<file path="config.mk">
export PLATFORM = sky130hd
export DESIGN_NAME = soom_cell
export DESIGN_NICKNAME = d
export VERILOG_FILES = /design/src/hw/rtl/server_outage_overload_monitor_macros.svh /design/src/hw/rtl/soom_pkg.sv /design/src/hw/rtl/soom_cell.sv
export SDC_FILE = /design/constraint.sdc
export NUM_CORES = 1
export LEC_CHECK = 0
export BUFFER_PORTS_ARGS = -buffer_cell sky130_fd_sc_hd__buf_2
export CORE_AREA = 2 2 142 144
export CTS_BUF_LIST = sky130_fd_sc_hd__clkbuf_4
export CTS_CLUSTER_DIAMETER = 150
export DETAILED_ROUTE_END_ITERATION = 7
export DIE_AREA = 0 0 144 146
export SLEW_MARGIN = 10
export SYNTH_ARGS = -nofsm -noshare
export SYNTH_HDL_FRONTEND = slang
export SYNTH_SLANG_ARGS = --single-unit
</file>
<file path="constraint.sdc">
create_clock -name i_clk -period 6.86 [get_ports i_clk]
set_input_delay 1.372 -clock i_clk [delete_from_list [all_inputs] [get_ports i_clk]]
set_output_delay 1.372 -clock i_clk [all_outputs]
set_load 0.05 [all_outputs]
</file>
<file path="src/hw/rtl/server_outage_overload_monitor_macros.svh">
// ---------------------------------------------------------------------------
// server outage overload monitor assertion macros
// concurrent check helpers shared by the rtl files
// ---------------------------------------------------------------------------
`ifndef SERVER_OUTAGE_OVERLOAD_MONITOR_MACROS_SVH
`define SERVER_OUTAGE_OVERLOAD_MONITOR_MACROS_SVH

// same-cycle implication, checked outside reset
`define SOOM_ASSERT_IMP(label, ante, cons, msg) \
    label: assert property (@(posedge i_clk) disable iff (!i_rst_n) (ante) |-> (cons)) \
        else $error(msg);

// next-cycle implication, checked outside reset
`define SOOM_ASSERT_NXT(label, ante, cons, msg) \
    label: assert property (@(posedge i_clk) disable iff (!i_rst_n) (ante) |=> (cons)) \
        else $error(msg);

`endif

</file>
<file path="src/hw/rtl/soom_pkg.sv">
// ---------------------------------------------------------------------------
// soom_pkg
// shared widths, codes and cell control types of the outage monitor
// ---------------------------------------------------------------------------
package soom_pkg;

    localparam int TS_W      = 47;
    localparam int ADDR_W    = 32;
    localparam int PRE_W     = 6;
    localparam int PING_W    = 16;
    localparam int RUN_W     = 10;
    localparam int LEN_W     = 5;
    localparam int THR_W     = 16;
    localparam int KIND_W    = 2;
    localparam int CFG_IDX_W = 2;
    localparam int CFG_W     = 16;
    localparam int MAX_RESULTS = 32;
    localparam int NRES_W    = 6;

    localparam logic [RUN_W-1:0] RUN_MAX   = 10'd1023;
    localparam logic [RUN_W-1:0] LIMIT_RST = 10'd3;
    localparam logic [LEN_W-1:0] WLEN_RST  = 5'd3;
    localparam logic [THR_W-1:0] THR_RST   = 16'd100;

    typedef enum logic [KIND_W-1:0] {
        KIND_TROUBLE = 2'd0,
        KIND_BUSY    = 2'd1,
        KIND_DROP    = 2'd2
    } t_kind;

    typedef enum logic [CFG_IDX_W-1:0] {
        REG_TROUBLE_LIMIT     = 2'd0,
        REG_WINDOW_LENGTH     = 2'd1,
        REG_LATENCY_THRESHOLD = 2'd2
    } t_reg_idx;

    // broadcast from the controller to every cell
    typedef struct packed {
        logic wr_en;
        logic claim;
        logic tok_adv;
        logic clr_trouble;
        logic clr_busy;
    } t_cell_ctl;

    // status of one cell
    typedef struct packed {
        logic used;
        logic hit;
        logic first_free;
        logic trouble_open;
        logic busy_open;
    } t_cell_flags;

endpackage

</file>
<file path="src/hw/rtl/soom_cell.sv">
// ---------------------------------------------------------------------------
// soom_cell
// one server slot: key, trouble and busy period state, window bookkeeping
// ---------------------------------------------------------------------------
module soom_cell #(
    parameter int FILL_W = 5,
    parameter int HEAD_W = 4,
    parameter int TOT_W  = 21
) (
    input  logic                          i_clk,
    input  logic                          i_rst_n,
    input  soom_pkg::t_cell_ctl           i_ctl,
    input  logic                          i_sel,
    input  logic [soom_pkg::ADDR_W-1:0]   i_key_addr,
    input  logic [soom_pkg::PRE_W-1:0]    i_key_pre,
    input  logic                          i_prev_used,
    input  logic                          i_tok,
    output logic                          o_tok,
    output soom_pkg::t_cell_flags         o_flags,
    input  logic                          i_tr_open,
    input  logic [soom_pkg::TS_W-1:0]     i_tbeg,
    input  logic [soom_pkg::RUN_W-1:0]    i_run,
    input  logic                          i_busy_open,
    input  logic [soom_pkg::TS_W-1:0]     i_bbeg,
    input  logic [FILL_W-1:0]             i_fill,
    input  logic [HEAD_W-1:0]             i_head,
    input  logic [TOT_W-1:0]              i_total,
    output logic [soom_pkg::ADDR_W-1:0]   o_addr,
    output logic [soom_pkg::PRE_W-1:0]    o_pre,
    output logic [soom_pkg::TS_W-1:0]     o_tbeg,
    output logic [soom_pkg::RUN_W-1:0]    o_run,
    output logic [soom_pkg::TS_W-1:0]     o_bbeg,
    output logic [FILL_W-1:0]             o_fill,
    output logic [HEAD_W-1:0]             o_head,
    output logic [TOT_W-1:0]              o_total
);
    import soom_pkg::*;

    logic              r_used;
    logic              r_tr;
    logic [RUN_W-1:0]  r_run;
    logic              r_busy;
    logic [FILL_W-1:0] r_fill;
    logic [HEAD_W-1:0] r_head;
    logic [TOT_W-1:0]  r_total;
    logic              r_tok;
    logic [ADDR_W-1:0] r_addr;
    logic [PRE_W-1:0]  r_pre;
    logic [TS_W-1:0]   r_tbeg;
    logic [TS_W-1:0]   r_bbeg;
    logic              wr;

    assign wr = i_ctl.wr_en & i_sel;

    always_ff @(posedge i_clk) begin
        if (!i_rst_n) begin
            r_used  <= 1'b0;
            r_tr    <= 1'b0;
            r_run   <= '0;
            r_busy  <= 1'b0;
            r_fill  <= '0;
            r_head  <= '0;
            r_total <= '0;
            r_tok   <= 1'b0;
        end else begin
            if (i_ctl.tok_adv) begin
                r_tok <= i_tok;
            end
            if (wr) begin
                if (i_ctl.claim) begin
                    r_used <= 1'b1;
                end
                r_tr    <= i_tr_open;
                r_run   <= i_run;
                r_busy  <= i_busy_open;
                r_fill  <= i_fill;
                r_head  <= i_head;
                r_total <= i_total;
            end else begin
                // flush walk closes periods as the token passes
                if (i_ctl.clr_trouble && r_tok) begin
                    r_tr  <= 1'b0;
                    r_run <= '0;
                end
                if (i_ctl.clr_busy && r_tok) begin
                    r_busy <= 1'b0;
                end
            end
        end
    end

    always_ff @(posedge i_clk) begin
        if (wr) begin
            if (i_ctl.claim) begin
                r_addr <= i_key_addr;
                r_pre  <= i_key_pre;
            end
            r_tbeg <= i_tbeg;
            r_bbeg <= i_bbeg;
        end
    end

    assign o_tok                = r_tok;
    assign o_flags.used         = r_used;
    assign o_flags.hit          = r_used && (r_addr == i_key_addr) && (r_pre == i_key_pre);
    assign o_flags.first_free   = !r_used && i_prev_used;
    assign o_flags.trouble_open = r_tr;
    assign o_flags.busy_open    = r_busy;
    assign o_addr  = r_addr;
    assign o_pre   = r_pre;
    assign o_tbeg  = r_tbeg;
    assign o_run   = r_run;
    assign o_bbeg  = r_bbeg;
    assign o_fill  = r_fill;
    assign o_head  = r_head;
    assign o_total = r_total;

endmodule

</file>
== Word-level counts from Yosys, hierarchy flattened ==
Index checks and enable logic that the tools add are counted.

* RAM bits: 0
* Memory bits (read-only): 0
* Register bits after elaboration: 176
* Output and inout port bits: 178
* Latch bits: 0
* Word-level logic and storage cells: 30
* Memories: 0
* Bits of input ports: 184

* $mul: 0
* Eq/ne operators: 2
* Div/mod/pow operators: 0
* Reductions and logical operators: 9
* Shift operators: 0
* Add/sub/neg operators: 0
* Multiplexer cells: 6
* Order comparisons: 0
* Bitwise operators: 1

{| class="wikitable"
|+ Operators with widths
! kind !! number
|-
| $eq A32 B32 Y1 || 1
|-
| $mux W10 || 2
|-
| $eq A6 B6 Y1 || 1
|-
| $logic_and A1 B1 Y1 || 5
|-
| $mux W1 || 4
|-
| $reduce_bool A2 Y1 || 2
|-
| $reduce_and A2 Y1 || 1
|-
| $and A1 B1 Y1 || 1
|-
| $logic_not A1 Y1 || 1
|}

== Logic depth before layout (Yosys ltp) ==
Gate-level depths: netlist (run 1).

* Depth after elaboration: 3
* Depth in mapped cells: 6
* Depth with buffers taken out: 5

== Worst setup path after synthesis (run 1) ==
OpenSTA, ideal clock, no wires.

* Kind: input -> output
* From: input port i_key_addr[31] in the netlist's numbering
* To: output port o_flags[3] in the netlist's numbering
* Slack: 2630 ps
* Required time: 5488 ps
* Stages: 4
* Arrival: 2858 ps
* Buffers on the path: 0
* Path through: xor2_1 nor4_1 nand4_1 nor4_2

{| class="wikitable"
|+ RTL lines
! item !! line !! RTL
|-
| start: declaration || soom_cell.sv:14 || <nowiki>input logic [soom_pkg::ADDR_W-1:0] i_key_addr,</nowiki>
|-
| end: declaration || soom_cell.sv:19 || <nowiki>output soom_pkg::t_cell_flags o_flags,</nowiki>
|}

==> run summary, run 1 <==
CTS Buffer Depth: 2
Fin crit period: 4.17 ns
Leakage: 3.59 nW
Sink Count: 176
Pre-antenna DRT Iters: 6
Largest area contributor in the synthesized netlist: edfxtp_1
First-pass GRT wire length: 23.8 mm
Max Clock Skew: 0.00553 ns
Slew headroom: 0.281
I/O pin cnt: 362
Final setup fails: 0
DPL Wire Length: 12.9 mm
H-tree levels: 4
Register area: 0.00484 mm²
Core area: 0.0193 mm²
Die width: 144 µm
CTS tree: yes
Placed cells: 980
Crit Path Max Fanout: 2
CTS Buf Count: 17
Status: finished, final reports clean
Remaining antenna violation count: 0
# rows: 51
Hold EP: o_total[14]$_SDFFE_PN0P_
Initial core utilization: 0.311
Fmax: 240 MHz
Vias/cell: 4.19
Clock latency at the later pin of the worst-skew pair: 0.54 ns
Post-CTS setup repair buffer count: 0
Reg2reg path depth: 3
Warning count from the yosys run: 0
Final hold violations: 0
P&R area growth vs syn: 39.7%
Yosys reg bits: 176
GRT Util Overall: 0.154
Post-route non-filler standard cell count: 1015
Drt wl/cell: 16.7 µm
Global route overflow: 0
Hold Path Origin: o_total[14]$_SDFFE_PN0P_
Hold Crit Class: reg2reg
Vias in the first global route: 4187
PwrDens: 264 mW/mm²
Crit path launch type: input port
Max rail drop VDD: 139 µV
I/O Buffers: 361
Post-synth top area share: 0.659
# hold bufs at CTS: 0
Reg2Reg Setup Slack: 5.30 ns
Share of cells above drive strength 1: 0.534
RR Startpoint: o_tok$_SDFFE_PN0P_
RSZ-0062 raised after global routing: no
GPL Wtd Cong: 0.800
Critical path class: in2out
Final WL: 16.9 mm
Placed Area: 0.00810 mm²
Worst slew pin tran: 1.08 ns
Period utilization: 0.608
Initial antenna violation count: 3
Multi-input gate area: 0.00109 mm²
Post-route cell area: 0.00839 mm²
Hold slack: 0.474 ns
Synthesized area: 0.00601 mm²
Routed vias: 4249
Max_cap viols: 0
Final nets: 918
Synth unique cells: 21
Top post-synthesis cells by area: edfxtp_1 66%, dfxtp_1 15%, xor2_1 4.5%
Die Y-Extent: 146 µm
Post-cts sizing count: 0
Post-route DRC violation count: 0
Max Slew Vio Count: 0
DRT iter0 DRCs: 152
Setup TNS: 0 ns
Clock root buffer: clkbuf_4
Syn Nets: 550
Avg Cell Area, Syn: 16.4 µm²
Sequential element share of the synthesized area: 0.806
Worst setup EP type: output pin
CP Data Required Time: 5.49 ns
FF-to-FF End: o_run[4]$_SDFFE_PN0P_
Largest net degree at the start of global routing: 56
Die area: 0.0210 mm²
Reg clk slew, reported paths: 0.16 ns
Filler instances: 1862
Mapped Cells: 366
Arrival @ worst endpoint: 2.80 ns
WHS Path Cells: 2
==> cell usage in the layout, fill, tap and decap left out, types with 6 or more instances in the layout <==
| cell | netlist | final |
|---|---|---|
| edfxtp_1 | 132 | 132 |
| clkbuf_4 | 0 | 18 |
| dfxtp_1 | 44 | 44 |
| nor4_1 | 7 | 7 |
| xnor2_1 | 7 | 7 |
| buf_2 | 4 | 361 |
| nor2b_1 | 13 | 13 |
| xor2_1 | 31 | 31 |
| nand2_1 | 63 | 63 |
| a21boi_0 | 31 | 31 |
| inv_8 | 0 | 6 |
| a22oi_1 | 11 | 11 |
==> worst max-delay path by stage <==
stage / end / from / slack, ns
2_1_floorplan: o_flags[3] / i_key_addr[31] / 2.63
3_3_place_gp: o_flags[3] / i_key_addr[31] / 2.69
3_5_place_dp: o_flags[3] / i_key_addr[31] / 2.69
4_1_cts: o_flags[3] / i_key_addr[31] / 2.68
5_1_grt: o_flags[3] / i_key_addr[31] / 2.56
6_report: o_flags[3] / i_key_addr[31] / 2.69
==> stage by stage <==
stage	setup WS (ns)	total power [W]	utilization
final	2.69	0.00222	0.434
after global routing	2.56	0.00231	0.434
after CTS	2.68	0.00225	0.434
after detailed placement	2.69	0.00165	0.419
after global placement	2.69	0.00165	0.419
after floorplan	2.63	0.00152	-
==> cells in the mapped netlist <==
library cell	instances
nand2_1	63
nand3_1	1
buf_4	4
mux2i_1	1
nor2b_1	13
nand4_1	4
dfxtp_1	44
clkbuf_1	7
buf_2	4
a21oi_1	1
edfxtp_1	132
xnor2_1	7
inv_2	1
o21a_1	1
nor3_1	1
xor2_1	31
nor4_2	1
and3_1	1
a21boi_0	31
nor4_1	7
a22oi_1	11
==> metal layers <==
layer	vias to the layer above	track usage	part of all wire
met2	212	0.255	0.50
met3	24	0.0510	0.084
met4	0	0.0696	0.025
met1	1947	0.179	0.39
li1	2066	-	-
met5	-	0	0
==> flip-flops by register name, indices dropped and copies added (netlist names) <==
register and flops:
r_tr 1, o_head 4, o_tbeg 47, o_total 21
r_used 1, o_run 10, r_busy 1, o_pre 6
o_tok 1, o_addr 32, o_bbeg 47, o_fill 5
==> power breakdown <==
| group | internal [W] | switching (W) | total (W) |
|---|---|---|---|
| registers | 0.00121 | 0.0000216 | 0.00123 |
| logic | 0.0000979 | 0.000298 | 0.000396 |
| clock network | 0.000175 | 0.000415 | 0.000590 |
==> final cells by class <==
type                    count  area share
diodes                      3    0.000894
clock buffers              18      0.0161
clock inverters            14      0.0182
inverters                   1    0.000745
multi-input cells         174       0.130
flip-flops and latches    176       0.577
well taps                 265      0.0395
repair buffers            364       0.218
==> critical path: stages <==
cell and delay [ns]:
buf_2 0.11, xor2_1 0.16, nor4_1 0.39, nand4_1 0.21, nor4_2 0.24, buf_2 0.31
==> cells by family (layout without fill, tap and decap cells) <==
kind of cell              Yosys count  after routing  share of synthesized area
DFF                               176            176                      0.806
and+or+nand+nor                    91             91                     0.0691
AOI/OAI and AO/OA                  44             44                     0.0545
xor gates and xnor gates           38             38                     0.0554
buffers and inverters              16            397                     0.0133
muxes                               1              1                    0.00167
other                               0              3                          0
Power figures use the tool's default switching activity.
==> run 2: changes to the inputs <==
==> constraint.sdc (replaced) <==
create_clock -name i_clk -period 4.05 [get_ports i_clk]
set_input_delay 0.81 -clock i_clk [delete_from_list [all_inputs] [get_ports i_clk]]
set_output_delay 0.81 -clock i_clk [all_outputs]
set_load 0.05 [all_outputs]
==> run 2 against run 1 <==
Effect of this change: critical endpoint unchanged; routed wire length shrank 0.12%; clock skew grew 0.020 ns; non-clock buffer count shrank 1; cell area grew 0.18%; count of clock-buffer cells in the layout is the same; utilization grew 0.078 points; sequential share of layout area shrank 0.10 points.
==> run summary, run 2 (synthesized netlist as in run 1, its figures left out) <==
Status: finished, final reports clean
Final WL: 16.9 mm
Hold Path Origin: i_tbeg[23]
Share of cells above drive strength 1: 0.534
Post-cts sizing count: 0
Pre-CTS setup slack: 0.936 ns
Arrival @ worst endpoint: 2.29 ns
Global route overflow: 0
Max Clock Skew: 0.0257 ns
Post-CTS setup repair buffer count: 0
Remaining antenna violation count: 0
Hold Crit Class: in2reg
Die Y-Extent: 146 µm
Setup TNS: 0 ns
Final hold violations: 0
Worst Slack Setup Final: 0.954 ns
Core area: 0.0193 mm²
Worst setup EP type: output pin
Worst slew pin tran: 1.01 ns
First-pass GRT wire length: 24.3 mm
Max rail drop VDD: 185 µV
Crit Path Max Fanout: 2
Leakage: 3.58 nW
Placed Area: 0.00810 mm²
I/O pin cnt: 362
GPL Wtd Cong: 0.804
Vias in the first global route: 4235
Filler instances: 1834
Clock latency at the later pin of the worst-skew pair: 0.54 ns
Sink Count: 176
Critical path class: reg2out
Crit path launch type: flop
Initial antenna violation count: 1
H-tree levels: 4
RSZ-0062 raised after global routing: no
P&R area growth vs syn: 39.9%
Drt wl/cell: 16.7 µm
DPL Wire Length: 12.7 mm
Routed vias: 4285
Pre-antenna DRT Iters: 4
GRT Util Overall: 0.156
Period utilization: 0.764
CP Data Required Time: 3.24 ns
Reg clk slew, reported paths: 0.18 ns
CTS tree: yes
Fin crit period: 3.10 ns
Die area: 0.0210 mm²
Core Util, Final: 0.435
# hold bufs at CTS: 0
DRT iter0 DRCs: 253
Clock root buffer: clkbuf_4
Fmax: 323 MHz
Max Slew Vio Count: 0
RR Startpoint: o_tok$_SDFFE_PN0P_
Final nets: 917
Final setup fails: 0
Slew headroom: 0.327
PwrDens: 450 mW/mm²
Die width: 144 µm
Initial core utilization: 0.311
Most frequent cells in the layout: 361 x buf_2, 132 x edfxtp_1, 63 x nand2_1
Most common cell after layout, fill and taps aside: buf_2
# rows: 51
I/O Buffers: 361
Largest net degree at the start of global routing: 137
Max_cap viols: 0
CTS Buffer Depth: 2
Post-route cell area: 0.00841 mm²
Post-route DRC violation count: 0
CTS Buf Count: 17
Vias/cell: 4.23
CP startpoint: o_addr[31]$_DFFE_PP_
==> run 2: metal layers <==
layer,global-route usage,vias to the layer above,wire length [µm]
li1,-,2050,-
met1,0.183,1994,6540
met2,0.258,212,8340
met3,0.0573,29,1630
met4,0.0608,0,402
met5,0,-,0
==> run 2: path summary, 6_finish.rpt <==
kind / to / slack, ns / cells past startpoint
worst max-delay path: o_flags[3] / 0.95 / 5
worst min-delay path: o_tbeg[23]$_DFFE_PP_ / 0.41 / 1
worst max register to register: r_tr$_SDFFE_PN0P_ / 2.51 / 3
worst min register to register: o_total[19]$_SDFFE_PN0P_ / 0.47 / 2
==> run 2: worst max-delay path: stages, from the launching register on <==
cell	delay, ns
edfxtp_1	0.43
xor2_1	0.16
nor4_1	0.39
nand4_1	0.21
nor4_2	0.25
buf_2	0.31
==> run 2: power breakdown <==
group	total (W)	leakage, nW	switching (W)	internal (W)
logic	0.000670	1.84	0.000503	0.000167
clock network	0.00103	0.154	0.000683	0.000345
registers	0.00209	1.59	0.0000371	0.00205
==> run 2: through the flow <==
step           power, W  hold slack [ns]  std cells
2_1_floorplan   0.00258            0.455        366
3_5_place_dp    0.00280            0.455        979
3_3_place_gp    0.00280            0.449        979
4_1_cts         0.00384            0.340       1011
6_report        0.00379            0.408       1012
5_1_grt         0.00395            0.326       1012
==> run 2: area by class of cell <==
cell class                 instances  area (µm²)  area share
antenna                            1        2.50    0.000298
clock inverter                    14         168      0.0199
inverter                           1        6.26    0.000744
sequential                       176        4840       0.576
tap                              265         332      0.0394
multi-input combinational        174        1090       0.129
clock buffer                      18         135      0.0161
timing repair buffer             363        1830       0.218
==> run 3: changes to the inputs <==
==> constraint.sdc (replaced) <==
create_clock -name i_clk -period 3.2 [get_ports i_clk]
set_input_delay 0.64 -clock i_clk [delete_from_list [all_inputs] [get_ports i_clk]]
set_output_delay 0.64 -clock i_clk [all_outputs]
set_load 0.05 [all_outputs]
==> run 3 against run 2 <==
Effect of this change: cell area is 0.10% lower; sequential cell count stayed put; clock skew is 0.0029 ns higher; hold slack worse by 0.19 ns; sequential power is 26% higher; die area stayed put; non-clock buffer count is 1 higher; clock power is 22% higher.
==> run summary, run 3 (synthesized netlist as in run 1, its figures left out) <==
Fmax: 334 MHz
DR WL met3: 1.53 mm
Reg clk slew, reported paths: 0.18 ns
Global route overflow: 0
Final setup fails: 0
# hold bufs at CTS: 0
Register area: 0.00484 mm²
Fin crit period: 2.99 ns
CTS tree: yes
P&R area growth vs syn: 39.8%
PwrDens: 565 mW/mm²
Max Slew Vio Count: 0
Filler instances: 1839
Core Util, Final: 0.434
Arrival @ worst endpoint: 2.35 ns
WL met1: 6.47 mm
Slowest cell on crit path: edfxtp_1
Status: finished, final reports clean
Multi-input gate area: 0.00109 mm²
Period utilization: 0.936
DPL Wire Length: 12.6 mm
Share of cells above drive strength 1: 0.534
Clock latency at the later pin of the worst-skew pair: 0.57 ns
Die area: 0.0210 mm²
Most frequent cells in the layout: 361 x buf_2, 132 x edfxtp_1, 63 x nand2_1
Critical path class: reg2out
Largest stage delay, worst path: 0.45 ns
I/O pin cnt: 362
Routed vias: 4260
GRT Util Overall: 0.156
H-tree levels: 4
Max_cap viols: 0
Initial antenna violation count: 2
Core area: 0.0193 mm²
Post-cts sizing count: 0
Initial core utilization: 0.311
Placed Area: 0.00811 mm²
Vias/cell: 4.20
Top Metal Used: met4
DRT iter0 DRCs: 187
Max Clock Skew: 0.0286 ns
Max rail drop VDD: 216 µV
Drt wl/cell: 16.5 µm
Setup TNS: 0 ns
Worst slew pin tran: 0.943 ns
Die Y-Extent: 146 µm
Remaining antenna violation count: 0
Pre-antenna DRT Iters: 4
Post-route cell area: 0.00840 mm²
CP Data Required Time: 2.56 ns
Worst Slack Setup Final: 0.206 ns
# rows: 51
CTS Buf Count: 17
Pre-CTS setup slack: 0.456 ns
Sink Count: 176
Placed cells: 980
Post-CTS setup repair buffer count: 0
Crit-path cells: xor2_1, nor4_1, nand4_1, nor4_2, buf_2
Clock root buffer: clkbuf_4
Leakage: 3.59 nW
RSZ-0062 raised after global routing: no
GPL Wtd Cong: 0.803
Slew headroom: 0.371
Die width: 144 µm
Post-route DRC violation count: 0
Vias in the first global route: 4200
First-pass GRT wire length: 24.2 mm
Final hold violations: 0
I/O Buffers: 361
Hold Crit Class: in2reg
Crit Path Max Fanout: 2
Largest net degree at the start of global routing: 112
Crit path launch type: flop
Worst setup EP type: output pin
Final WL: 16.7 mm
Final nets: 918
Post-route non-filler standard cell count: 1014
CTS Buffer Depth: 2
Most common cell after layout, fill and taps aside: buf_2
DR WL met2: 8.39 mm
## run 3: cell types whose count changed in the layout (fill, tap and decap cells not counted), sizes merged
| cell | change |
|---|---|
| inv | +3 |
| clkinvlp | -2 |
| buf | +1 |
| bufinv | -1 |
| clkbuf | -1 |
| clkinv | +1 |
| diode | +1 |
## run 3: layout make-up
cell class	count	share of cell area
diodes	2	0.000596
multi-input cells	174	0.129
clock inverters	15	0.0186
inverters	1	0.000745
flip-flops and latches	176	0.577
well taps	265	0.0395
repair buffers	364	0.219
clock buffers	17	0.0152
## run 3: path summary, 6_finish.rpt
| check | start | slack (ns) | to | cells past startpoint |
|---|---|---|---|---|
| max | o_addr[31]$_DFFE_PP_ | 0.21 | o_flags[3] | 5 |
| max reg2reg | o_tok$_SDFFE_PN0P_ | 1.88 | o_run[5]$_SDFFE_PN0P_ | 4 |
| min reg2reg | o_total[14]$_SDFFE_PN0P_ | 0.47 | o_total[14]$_SDFFE_PN0P_ | 2 |
| min | i_tbeg[18] | 0.21 | o_tbeg[18]$_DFFE_PP_ | 1 |
## run 3: metal layers
layer | vias to the layer above | track usage
li1 | 2056 | -
met1 | 1975 | 0.182
met2 | 207 | 0.260
met3 | 22 | 0.0569
met4 | 0 | 0.0603
met5 | - | 0
## run 3: through the flow
| step | power (W) | hold slack (ns) |
|---|---|---|
| 3_3_place_gp | 0.00354 | 0.448 |
| 4_1_cts | 0.00482 | 0.153 |
| 6_report | 0.00475 | 0.214 |
| 5_1_grt | 0.00495 | 0.145 |
| 3_5_place_dp | 0.00355 | 0.456 |
| 2_1_floorplan | 0.00326 | 0.455 |
## run 3: power by group
| part | leakage, nW | switching (W) | internal [W] |
|---|---|---|---|
| Combinational | 1.84 | 0.000636 | 0.000212 |
| Clock | 0.154 | 0.000899 | 0.000360 |
| Sequential | 1.59 | 0.0000469 | 0.00259 |
## run 3: worst max-delay path, delay by kind of cell (launching register included)
kind / cells / cell delay [ns]
XOR/XNOR: 1 / 0.16
flip-flops: 1 / 0.45
buffers and inverters: 1 / 0.32
AND/OR/NAND/NOR: 3 / 0.87
